--- config.mk ---
export PLATFORM = sky130hd
export DESIGN_NAME = six_step_commutation_timing_flat
export DESIGN_NICKNAME = d
export VERILOG_FILES = /design/src/rtl/core/sstc_pkg.sv /design/src/rtl/core/sstc_in_if.sv /design/src/rtl/core/sstc_out_if.sv /design/src/rtl/core/sstc_cfg_regs.sv /design/src/rtl/core/six_step_commutation_timing.sv /design/src/flat_wrapper.sv
export SDC_FILE = /design/constraint.sdc
export NUM_CORES = 1
export LEC_CHECK = 0
export ABC_AREA = 1
export BUFFER_PORTS_ARGS = -buffer_cell sky130_fd_sc_hd__clkbuf_2
export CAP_MARGIN = 20
export CORE_ASPECT_RATIO = 1.75
export CORE_MARGIN = 5
export CORE_UTILIZATION = 60
export CTS_BUF_LIST = sky130_fd_sc_hd__clkbuf_8
export DETAILED_ROUTE_END_ITERATION = 7
export PLACE_DENSITY = 0.85
export RECOVER_POWER = 50
export SLEW_MARGIN = 10
export SYNTH_ARGS = -nofsm -noshare
export SYNTH_HDL_FRONTEND = slang
export SYNTH_SLANG_ARGS = --single-unit
--- constraint.sdc ---
create_clock -name clk_i -period 8.8 [get_ports clk_i]
set_clock_uncertainty 0.15 [all_clocks]
set_input_delay 0 -clock clk_i [delete_from_list [all_inputs] [get_ports clk_i]]
set_output_delay 0 -clock clk_i [all_outputs]
set_load 0.005 [all_outputs]
--- src/rtl/core/sstc_pkg.sv ---
package sstc_pkg;

  localparam int unsigned CfgAddrW = 5;

  localparam logic [15:0] ResetInterval = 16'd12500;
  localparam logic [13:0] CrossLimit    = 14'd10000;
  localparam logic [7:0]  CountMax      = 8'd255;
  localparam logic [2:0]  StepLast      = 3'd5;

  localparam logic [2:0]  FixedStepsReset = 3'd2;
  localparam logic [7:0]  BadLimitReset   = 8'd2;

  typedef enum logic [2:0] {
    RegDirForward  = 3'd0,
    RegAutoMode    = 3'd1,
    RegFixedSteps  = 3'd2,
    RegAutoLevel   = 3'd3,
    RegBadLimit    = 3'd4,
    RegBrakeHold   = 3'd5
  } reg_idx_e;

  typedef struct packed {
    logic       dir_forward;
    logic       auto_advance_mode;
    logic [2:0] fixed_advance_steps;
    logic [5:0] auto_adv_frac;
    logic [7:0] bad_count_limit;
    logic       brake_hold;
  } cfg_t;

endpackage

--- src/rtl/core/sstc_in_if.sv ---
interface sstc_in_if;
  logic        valid;
  logic        ready;
  logic        kind;
  logic        comp_level;
  logic [15:0] zc_time;

  modport source (output valid, output kind, output comp_level, output zc_time,
                  input ready);
  modport sink (input valid, input kind, input comp_level, input zc_time,
                output ready);
endinterface

--- src/rtl/core/sstc_out_if.sv ---
interface sstc_out_if;
  logic        valid;
  logic        ready;
  logic [2:0]  drive_step;
  logic        drive_apply;
  logic        expect_rising;
  logic        step_wrapped;
  logic [15:0] interval_avg;
  logic [15:0] wait_ticks;
  logic [7:0]  good_count;
  logic [13:0] cross_count;

  modport source (output valid, output drive_step, output drive_apply,
                  output expect_rising, output step_wrapped, output interval_avg,
                  output wait_ticks, output good_count, output cross_count,
                  input ready);
  modport sink (input valid, input drive_step, input drive_apply,
                input expect_rising, input step_wrapped, input interval_avg,
                input wait_ticks, input good_count, input cross_count,
                output ready);
endinterface

--- src/rtl/core/sstc_cfg_regs.sv ---
module sstc_cfg_regs import sstc_pkg::*; (
  input  logic                clk_i,
  input  logic                rst_ni,
  input  logic                psel,
  input  logic                penable,
  input  logic                pwrite,
  input  logic [CfgAddrW-1:0] paddr,
  input  logic [31:0]         pwdata,
  output logic [31:0]         prdata,
  output logic                pready,
  output cfg_t                cfg_o
);

  cfg_t cfg_d, cfg_q;
  logic wr_en;

  assign wr_en  = psel & penable & pwrite;
  assign pready = 1'b1;
  assign cfg_o  = cfg_q;

  always_comb begin
    cfg_d = cfg_q;
    if (wr_en) begin
      case (paddr[CfgAddrW-1:2])
        RegDirForward: cfg_d.dir_forward         = pwdata[0];
        RegAutoMode:   cfg_d.auto_advance_mode   = pwdata[0];
        RegFixedSteps: cfg_d.fixed_advance_steps = pwdata[2:0];
        RegAutoLevel:  cfg_d.auto_adv_frac       = pwdata[5:0];
        RegBadLimit:   cfg_d.bad_count_limit     = pwdata[7:0];
        RegBrakeHold:  cfg_d.brake_hold          = pwdata[0];
        default:       cfg_d = cfg_q;
      endcase
    end
  end

  always_comb begin
    case (paddr[CfgAddrW-1:2])
      RegDirForward: prdata = {31'd0, cfg_q.dir_forward};
      RegAutoMode:   prdata = {31'd0, cfg_q.auto_advance_mode};
      RegFixedSteps: prdata = {29'd0, cfg_q.fixed_advance_steps};
      RegAutoLevel:  prdata = {26'd0, cfg_q.auto_adv_frac};
      RegBadLimit:   prdata = {24'd0, cfg_q.bad_count_limit};
      RegBrakeHold:  prdata = {31'd0, cfg_q.brake_hold};
      default:       prdata = 32'd0;
    endcase
  end

  always_ff @(posedge clk_i or negedge rst_ni) begin
    if (!rst_ni) begin
      cfg_q.dir_forward         <= 1'b1;
      cfg_q.auto_advance_mode   <= 1'b0;
      cfg_q.fixed_advance_steps <= FixedStepsReset;
      cfg_q.auto_adv_frac       <= 6'd0;
      cfg_q.bad_count_limit     <= BadLimitReset;
      cfg_q.brake_hold          <= 1'b0;
    end else begin
      cfg_q <= cfg_d;
    end
  end

endmodule

--- src/rtl/core/six_step_commutation_timing.sv ---
// A beat accepted into the input register has its result loaded into the output
// register once the output stage is empty or its result is being taken.
// Throughput: one beat per cycle unless the output stalls; one pass through the step,
// average and advance logic (a 16x6 multiply, or 13x3 in fixed mode) sets this figure.
// Reset: asynchronous active low; clears the valid flags of both stages, the commutation
// state (average interval to 12500) and the configuration registers to their defaults.
module six_step_commutation_timing import sstc_pkg::*; (
  input  logic                clk_i,
  input  logic                rst_ni,
  sstc_in_if.sink             in_i,
  sstc_out_if.source          out_o,
  input  logic                psel,
  input  logic                penable,
  input  logic                pwrite,
  input  logic [CfgAddrW-1:0] paddr,
  input  logic [31:0]         pwdata,
  output logic [31:0]         prdata,
  output logic                pready
);

  cfg_t cfg;

  sstc_cfg_regs u_cfg (
    .clk_i   (clk_i),
    .rst_ni  (rst_ni),
    .psel    (psel),
    .penable (penable),
    .pwrite  (pwrite),
    .paddr   (paddr),
    .pwdata  (pwdata),
    .prdata  (prdata),
    .pready  (pready),
    .cfg_o   (cfg)
  );

  // Input stage.
  logic        in_vld_q;
  logic        kind_q, level_q;
  logic [15:0] zc_q;
  logic        advance;

  // Output stage.
  logic        out_vld_q;
  logic        apply_q, wrapped_q;

  // Commutation state.
  logic [2:0]  step_d, step_q;
  logic        edge_d, edge_q;
  logic [15:0] avg_d, avg_q;
  logic [15:0] wait_d, wait_q;
  logic [7:0]  good_d, good_q;
  logic [7:0]  bad_d, bad_q;
  logic [13:0] cross_d, cross_q;
  logic        apply_d, wrapped_d;

  logic [17:0] avg_sum;
  logic [15:0] avg_new;
  logic [15:0] adv_fixed;
  logic [21:0] adv_prod;
  logic [15:0] adv;
  logic [15:0] half;
  logic [7:0]  bad_inc;

  assign advance     = in_vld_q & (~out_vld_q | out_o.ready);
  assign in_i.ready  = ~in_vld_q | advance;

  assign avg_sum   = {2'd0, avg_q} + {1'b0, avg_q, 1'b0} + {2'd0, zc_q};
  assign avg_new   = avg_sum[17:2];
  assign adv_fixed = {3'd0, avg_new[15:3]} * {13'd0, cfg.fixed_advance_steps};
  assign adv_prod  = {6'd0, avg_new} * {16'd0, cfg.auto_adv_frac};
  assign adv       = cfg.auto_advance_mode ? adv_prod[21:6] : adv_fixed;
  assign half      = {1'b0, avg_new[15:1]};
  assign bad_inc   = (bad_q < CountMax) ? bad_q + 8'd1 : bad_q;

  always_comb begin
    step_d    = step_q;
    edge_d    = edge_q;
    avg_d     = avg_q;
    wait_d    = wait_q;
    good_d    = good_q;
    bad_d     = bad_q;
    cross_d   = cross_q;
    apply_d   = 1'b0;
    wrapped_d = 1'b0;
    if (kind_q) begin
      if (cfg.dir_forward) begin
        if (step_q >= StepLast) begin
          step_d    = 3'd0;
          wrapped_d = 1'b1;
        end else begin
          step_d = step_q + 3'd1;
        end
        edge_d = step_d[0];
      end else begin
        if (step_q == 3'd0 || step_q > StepLast) begin
          step_d    = StepLast;
          wrapped_d = 1'b1;
        end else begin
          step_d = step_q - 3'd1;
        end
        edge_d = ~step_d[0];
      end
      apply_d = ~cfg.brake_hold;
      good_d  = 8'd0;
      bad_d   = 8'd0;
      avg_d   = avg_new;
      wait_d  = (half > adv) ? half - adv : 16'd0;
      if (cross_q < CrossLimit) begin
        cross_d = cross_q + 14'd1;
      end
    end else begin
      // The comparator is inverted, so a low level is a good rising sample.
      if (edge_q ^ level_q) begin
        if (good_q < CountMax) begin
          good_d = good_q + 8'd1;
        end
      end else begin
        bad_d = bad_inc;
        if (bad_inc > cfg.bad_count_limit) begin
          good_d = 8'd0;
        end
      end
    end
  end

  always_ff @(posedge clk_i or negedge rst_ni) begin
    if (!rst_ni) begin
      in_vld_q  <= 1'b0;
      out_vld_q <= 1'b0;
      step_q    <= 3'd0;
      edge_q    <= 1'b0;
      avg_q     <= ResetInterval;
      wait_q    <= 16'd0;
      good_q    <= 8'd0;
      bad_q     <= 8'd0;
      cross_q   <= 14'd0;
    end else begin
      if (in_i.ready) begin
        in_vld_q <= in_i.valid;
      end
      if (advance) begin
        out_vld_q <= 1'b1;
        step_q    <= step_d;
        edge_q    <= edge_d;
        avg_q     <= avg_d;
        wait_q    <= wait_d;
        good_q    <= good_d;
        bad_q     <= bad_d;
        cross_q   <= cross_d;
      end else if (out_o.ready) begin
        out_vld_q <= 1'b0;
      end
    end
  end

  always_ff @(posedge clk_i) begin
    if (in_i.valid && in_i.ready) begin
      kind_q  <= in_i.kind;
      level_q <= in_i.comp_level;
      zc_q    <= in_i.zc_time;
    end
    if (advance) begin
      apply_q   <= apply_d;
      wrapped_q <= wrapped_d;
    end
  end

  // The state registers double as the result payload.
  assign out_o.valid         = out_vld_q;
  assign out_o.drive_step    = step_q;
  assign out_o.drive_apply   = apply_q;
  assign out_o.expect_rising = edge_q;
  assign out_o.step_wrapped  = wrapped_q;
  assign out_o.interval_avg  = avg_q;
  assign out_o.wait_ticks    = wait_q;
  assign out_o.good_count    = good_q;
  assign out_o.cross_count   = cross_q;

endmodule

--- src/flat_wrapper.sv ---
// flat-port wrapper written by rule: the top's interface ports become plain ports
module six_step_commutation_timing_flat import sstc_pkg::*;
  (clk_i, rst_ni, psel, penable, pwrite, paddr, pwdata, prdata, pready, in_i_valid, in_i_kind, in_i_comp_level, in_i_zc_time, in_i_ready, out_o_valid, out_o_drive_step, out_o_drive_apply, out_o_expect_rising, out_o_step_wrapped, out_o_interval_avg, out_o_wait_ticks, out_o_good_count, out_o_cross_count, out_o_ready);
  sstc_in_if in_i_i ();
  sstc_out_if out_o_i ();
  input  logic clk_i;
  input  logic rst_ni;
  input  logic psel;
  input  logic penable;
  input  logic pwrite;
  input  logic [CfgAddrW-1:0] paddr;
  input  logic [31:0] pwdata;
  output logic [31:0] prdata;
  output logic pready;
  input wire logic [$bits(in_i_i.valid)-1:0] in_i_valid;
  input wire logic [$bits(in_i_i.kind)-1:0] in_i_kind;
  input wire logic [$bits(in_i_i.comp_level)-1:0] in_i_comp_level;
  input wire logic [$bits(in_i_i.zc_time)-1:0] in_i_zc_time;
  output wire logic [$bits(in_i_i.ready)-1:0] in_i_ready;
  output wire logic [$bits(out_o_i.valid)-1:0] out_o_valid;
  output wire logic [$bits(out_o_i.drive_step)-1:0] out_o_drive_step;
  output wire logic [$bits(out_o_i.drive_apply)-1:0] out_o_drive_apply;
  output wire logic [$bits(out_o_i.expect_rising)-1:0] out_o_expect_rising;
  output wire logic [$bits(out_o_i.step_wrapped)-1:0] out_o_step_wrapped;
  output wire logic [$bits(out_o_i.interval_avg)-1:0] out_o_interval_avg;
  output wire logic [$bits(out_o_i.wait_ticks)-1:0] out_o_wait_ticks;
  output wire logic [$bits(out_o_i.good_count)-1:0] out_o_good_count;
  output wire logic [$bits(out_o_i.cross_count)-1:0] out_o_cross_count;
  input wire logic [$bits(out_o_i.ready)-1:0] out_o_ready;
  assign in_i_i.valid = in_i_valid;
  assign in_i_i.kind = in_i_kind;
  assign in_i_i.comp_level = in_i_comp_level;
  assign in_i_i.zc_time = in_i_zc_time;
  assign in_i_ready = in_i_i.ready;
  assign out_o_valid = out_o_i.valid;
  assign out_o_drive_step = out_o_i.drive_step;
  assign out_o_drive_apply = out_o_i.drive_apply;
  assign out_o_expect_rising = out_o_i.expect_rising;
  assign out_o_step_wrapped = out_o_i.step_wrapped;
  assign out_o_interval_avg = out_o_i.interval_avg;
  assign out_o_wait_ticks = out_o_i.wait_ticks;
  assign out_o_good_count = out_o_i.good_count;
  assign out_o_cross_count = out_o_i.cross_count;
  assign out_o_i.ready = out_o_ready;
  six_step_commutation_timing u_core (.clk_i(clk_i), .rst_ni(rst_ni), .in_i(in_i_i), .out_o(out_o_i), .psel(psel), .penable(penable), .pwrite(pwrite), .paddr(paddr), .pwdata(pwdata), .prdata(prdata), .pready(pready));
endmodule
==> flow_summary.ini <==
[layout]
layout_commonest_cell = nand2_1
layout-area-overhead-vs-synth_pct = 10.55
layout-drive-gt1-share_pct = 8.087
nNetsFinal = 1886
layout_common_cells = nand2_1 (351), inv_1 (254), nor2_1 (156)
diodes = 0

[clock_tree]
clock_sinks = 108
h-tree-depth = 3
cts_tree = yes
postCtsHoldBufs = 40
cts_max_path_buffers = 2
insertion_delay_ps = 420
cts_buffers = 9
postCtsSetupRepairBufs = 0
path_clk_slew_ps = 120
ctsResizeCount = 0
root_buffer = clkbuf_8

[route]
drc = 0
drt-wirelength-per-cell_um = 16.45
routed_wl_mm = 31.18
drt_iter0_drc = 703
viasPerCell = 5.638
ant_nets = 0
drt_first_pass_iters = 6
vias = 10684

[global_route]
grt_max_degree = 60
grtUsageTotal_pct = 29.03
grt_pass1_vias = 11173
overflow = 0
antenna_found_initial = 0
grt_pass1_wl_mm = 51.01

[sta]
hold_viol = 0
min_period_ps = 7911
slew_headroom_pct = -109.8
tightestPinTransition_ps = 3147
fin_crit_sh_pct = 89.90
setup_viol = 0
tns_ps = 0
drv_slew = 60
timing.fmax_mhz = 126.4
rsz0062_at_grt = no

[setup_path]
critPathLaunchType = flop
reg2reg_depth = 37
path_max_fanout = 16
path_common_cell = nand2_1
critPathCaptureType = flop
crit_slowest_cell = dfstp_2
arrival_ps = 8110
rr_startpoint = u_core.out_o.interval_avg[2]$_DFFE_PN1P_
max_stage_delay_ps = 620
required_ps = 9000
rr_endpoint = u_core.out_o.wait_ticks[0]$_DFFE_PN0P_
r2r_slack_ps = 890
path_class = reg -> reg

[synthesis]
synth.distinct_cells = 59
yosysWarningCount = 0
synth_seq_cells = 108
synth-seq-area-share_pct = 24.76
synth_cells = 1521
syn_avg_cell_area_um2 = 7.471
synthesis.area_um2 = 11360

[worst_hold_path]
worstHoldPathType = in -> reg
worstHoldPathCells = 2
whs_endpoint = u_core.zc_q[11]$_DFFE_PP_
min-delay-start = in_i_zc_time[11]

[floorplan]
die_y_um = 192.1
row_count = 66
core-area_um2 = 18660
die_area_um2 = 21900
io_pins = 157
die_x_um = 114.0
start_util_pct = 60.89

[flow_run]
cap_viol_max_count = 1

[place]
io_buffers = 105
dp_hpwl_mm = 24.17
place.gp.congestion = 0.9376

[outcome]
outcome = finished, violations left
violations = capacitance limit, slew limit
## cell usage after synthesis (all sizes together)
library cell | instances | area share [%]
o221ai | 3 | 0.23
a21boi | 1 | 0.066
o21bai | 3 | 0.20
dfrtp | 79 | 17
xnor2 | 8 | 0.68
a22oi | 1 | 0.066
nand3 | 93 | 4.1
xor2 | 35 | 3.1
a21o | 3 | 0.20
o211ai | 2 | 0.13
fa | 85 | 15
buf | 33 | 2.1
and3 | 1 | 0.055
o22ai | 7 | 0.39
nand2 | 358 | 12
a31oi | 8 | 0.68
dfstp | 9 | 2.1
a21oi | 78 | 3.6
a32oi | 1 | 0.077
edfxtp | 20 | 5.3
mux2i | 1 | 0.088
inv | 263 | 8.7
nand4 | 15 | 0.83
nor4 | 7 | 0.44
a22o | 1 | 0.077
o21a | 2 | 0.13
o21ai | 99 | 4.4
a221oi | 2 | 0.21
conb | 2 | 0.066
clkbuf | 17 | 0.56
a31o | 1 | 0.077
and2 | 7 | 0.39
nor3b | 2 | 0.13
a41o | 1 | 0.088
o31ai | 2 | 0.13
nor2 | 158 | 5.3
ha | 87 | 9.6
or2 | 6 | 0.33
nor3 | 18 | 0.92
nand3b | 2 | 0.13
## sequential cells by signal, indices dropped and copies added (netlist names)
register                    count
u_core.out_o.drive_step         3
u_core.out_o.cross_count       14
u_core.kind_q                   1
u_core.out_o.drive_apply        1
u_core.out_o.valid              1
u_core.bad_q                    8
u_core.out_o.step_wrapped       1
u_core.u_cfg.cfg_o             20
u_core.out_o.wait_ticks        16
u_core.out_o.interval_avg      16
u_core.out_o.expect_rising      1
u_core.level_q                  1
u_core.in_vld_q                 1
u_core.out_o.good_count         8
u_core.zc_q                    16
## area by class of cell
class                           instances  area [um2]
Multi-Input combinational cell       1123        7345
Clock inverter                          7       113.9
Sequential cell                       108        2814
Tap cell                              238       297.8
Inverter                              263       987.2
Clock buffer                            9       123.9
Timing Repair Buffer                  147       880.8
Fill cell                            1578        6101
## per-stage QoR
stage                     cells  util (%)  setup WS [ps]  hold WS (ps)  instance area (um2)
after CTS                  1895     67.70          972.7         22.99                12630
after global placement     1839     64.23           1202        -191.4                11990
final                      1895     67.31          889.1         155.1                12560
after global routing       1895     67.31          359.9         167.5                12560
after detailed placement   1839     64.23           1113        -191.7                11990
after floorplan            1544         -           2119        -445.6                11450
## routing by layer
layer	GRT usage [%]	part of all wire [%]
met5	0	0
met4	17.47	5.9
met3	3.941	4.7
met2	55.26	55
met1	29.20	35
## critical path, delay by kind of cell (launching register included)
family	cells	cell delay (ps)
AND/OR/NAND/NOR	23	2380
flip-flops	1	620
XOR/XNOR	1	410
adder cells (fa/ha/maj)	7	3180
buffers and inverters	4	430
AO/OA/AOI/OAI	2	640
## cells by family after synthesis
logic type | Yosys count | share of synthesized area (%)
simple gates | 667 | 24.61
buf+inv | 313 | 11.36
compound gates | 215 | 10.75
fa+ha+maj | 172 | 24.55
flops | 108 | 24.76
xor+xnor | 43 | 3.810
other cells | 2 | 0.06609
mux | 1 | 0.08809
## worst max-delay path by stage
stage                                             start                                      end  slack [ps]  cells past startpoint
2_1_floorplan  u_core.out_o.interval_avg[2]$_DFFE_PN1P_  u_core.out_o.wait_ticks[13]$_DFFE_PN0P_        2120                     35
3_3_place_gp   u_core.out_o.interval_avg[9]$_DFFE_PN0P_   u_core.out_o.wait_ticks[0]$_DFFE_PN0P_        1200                     37
3_5_place_dp   u_core.out_o.interval_avg[7]$_DFFE_PN1P_   u_core.out_o.wait_ticks[0]$_DFFE_PN0P_        1110                     37
4_1_cts        u_core.out_o.interval_avg[2]$_DFFE_PN1P_   u_core.out_o.wait_ticks[0]$_DFFE_PN0P_         970                     37
5_1_grt        u_core.out_o.interval_avg[2]$_DFFE_PN1P_   u_core.out_o.wait_ticks[0]$_DFFE_PN0P_         360                     34
6_report       u_core.out_o.interval_avg[2]$_DFFE_PN1P_   u_core.out_o.wait_ticks[0]$_DFFE_PN0P_         890                     37
Power is not shown: default switching activity piles up to over one toggle a cycle in this logic, so the estimate is an artifact.
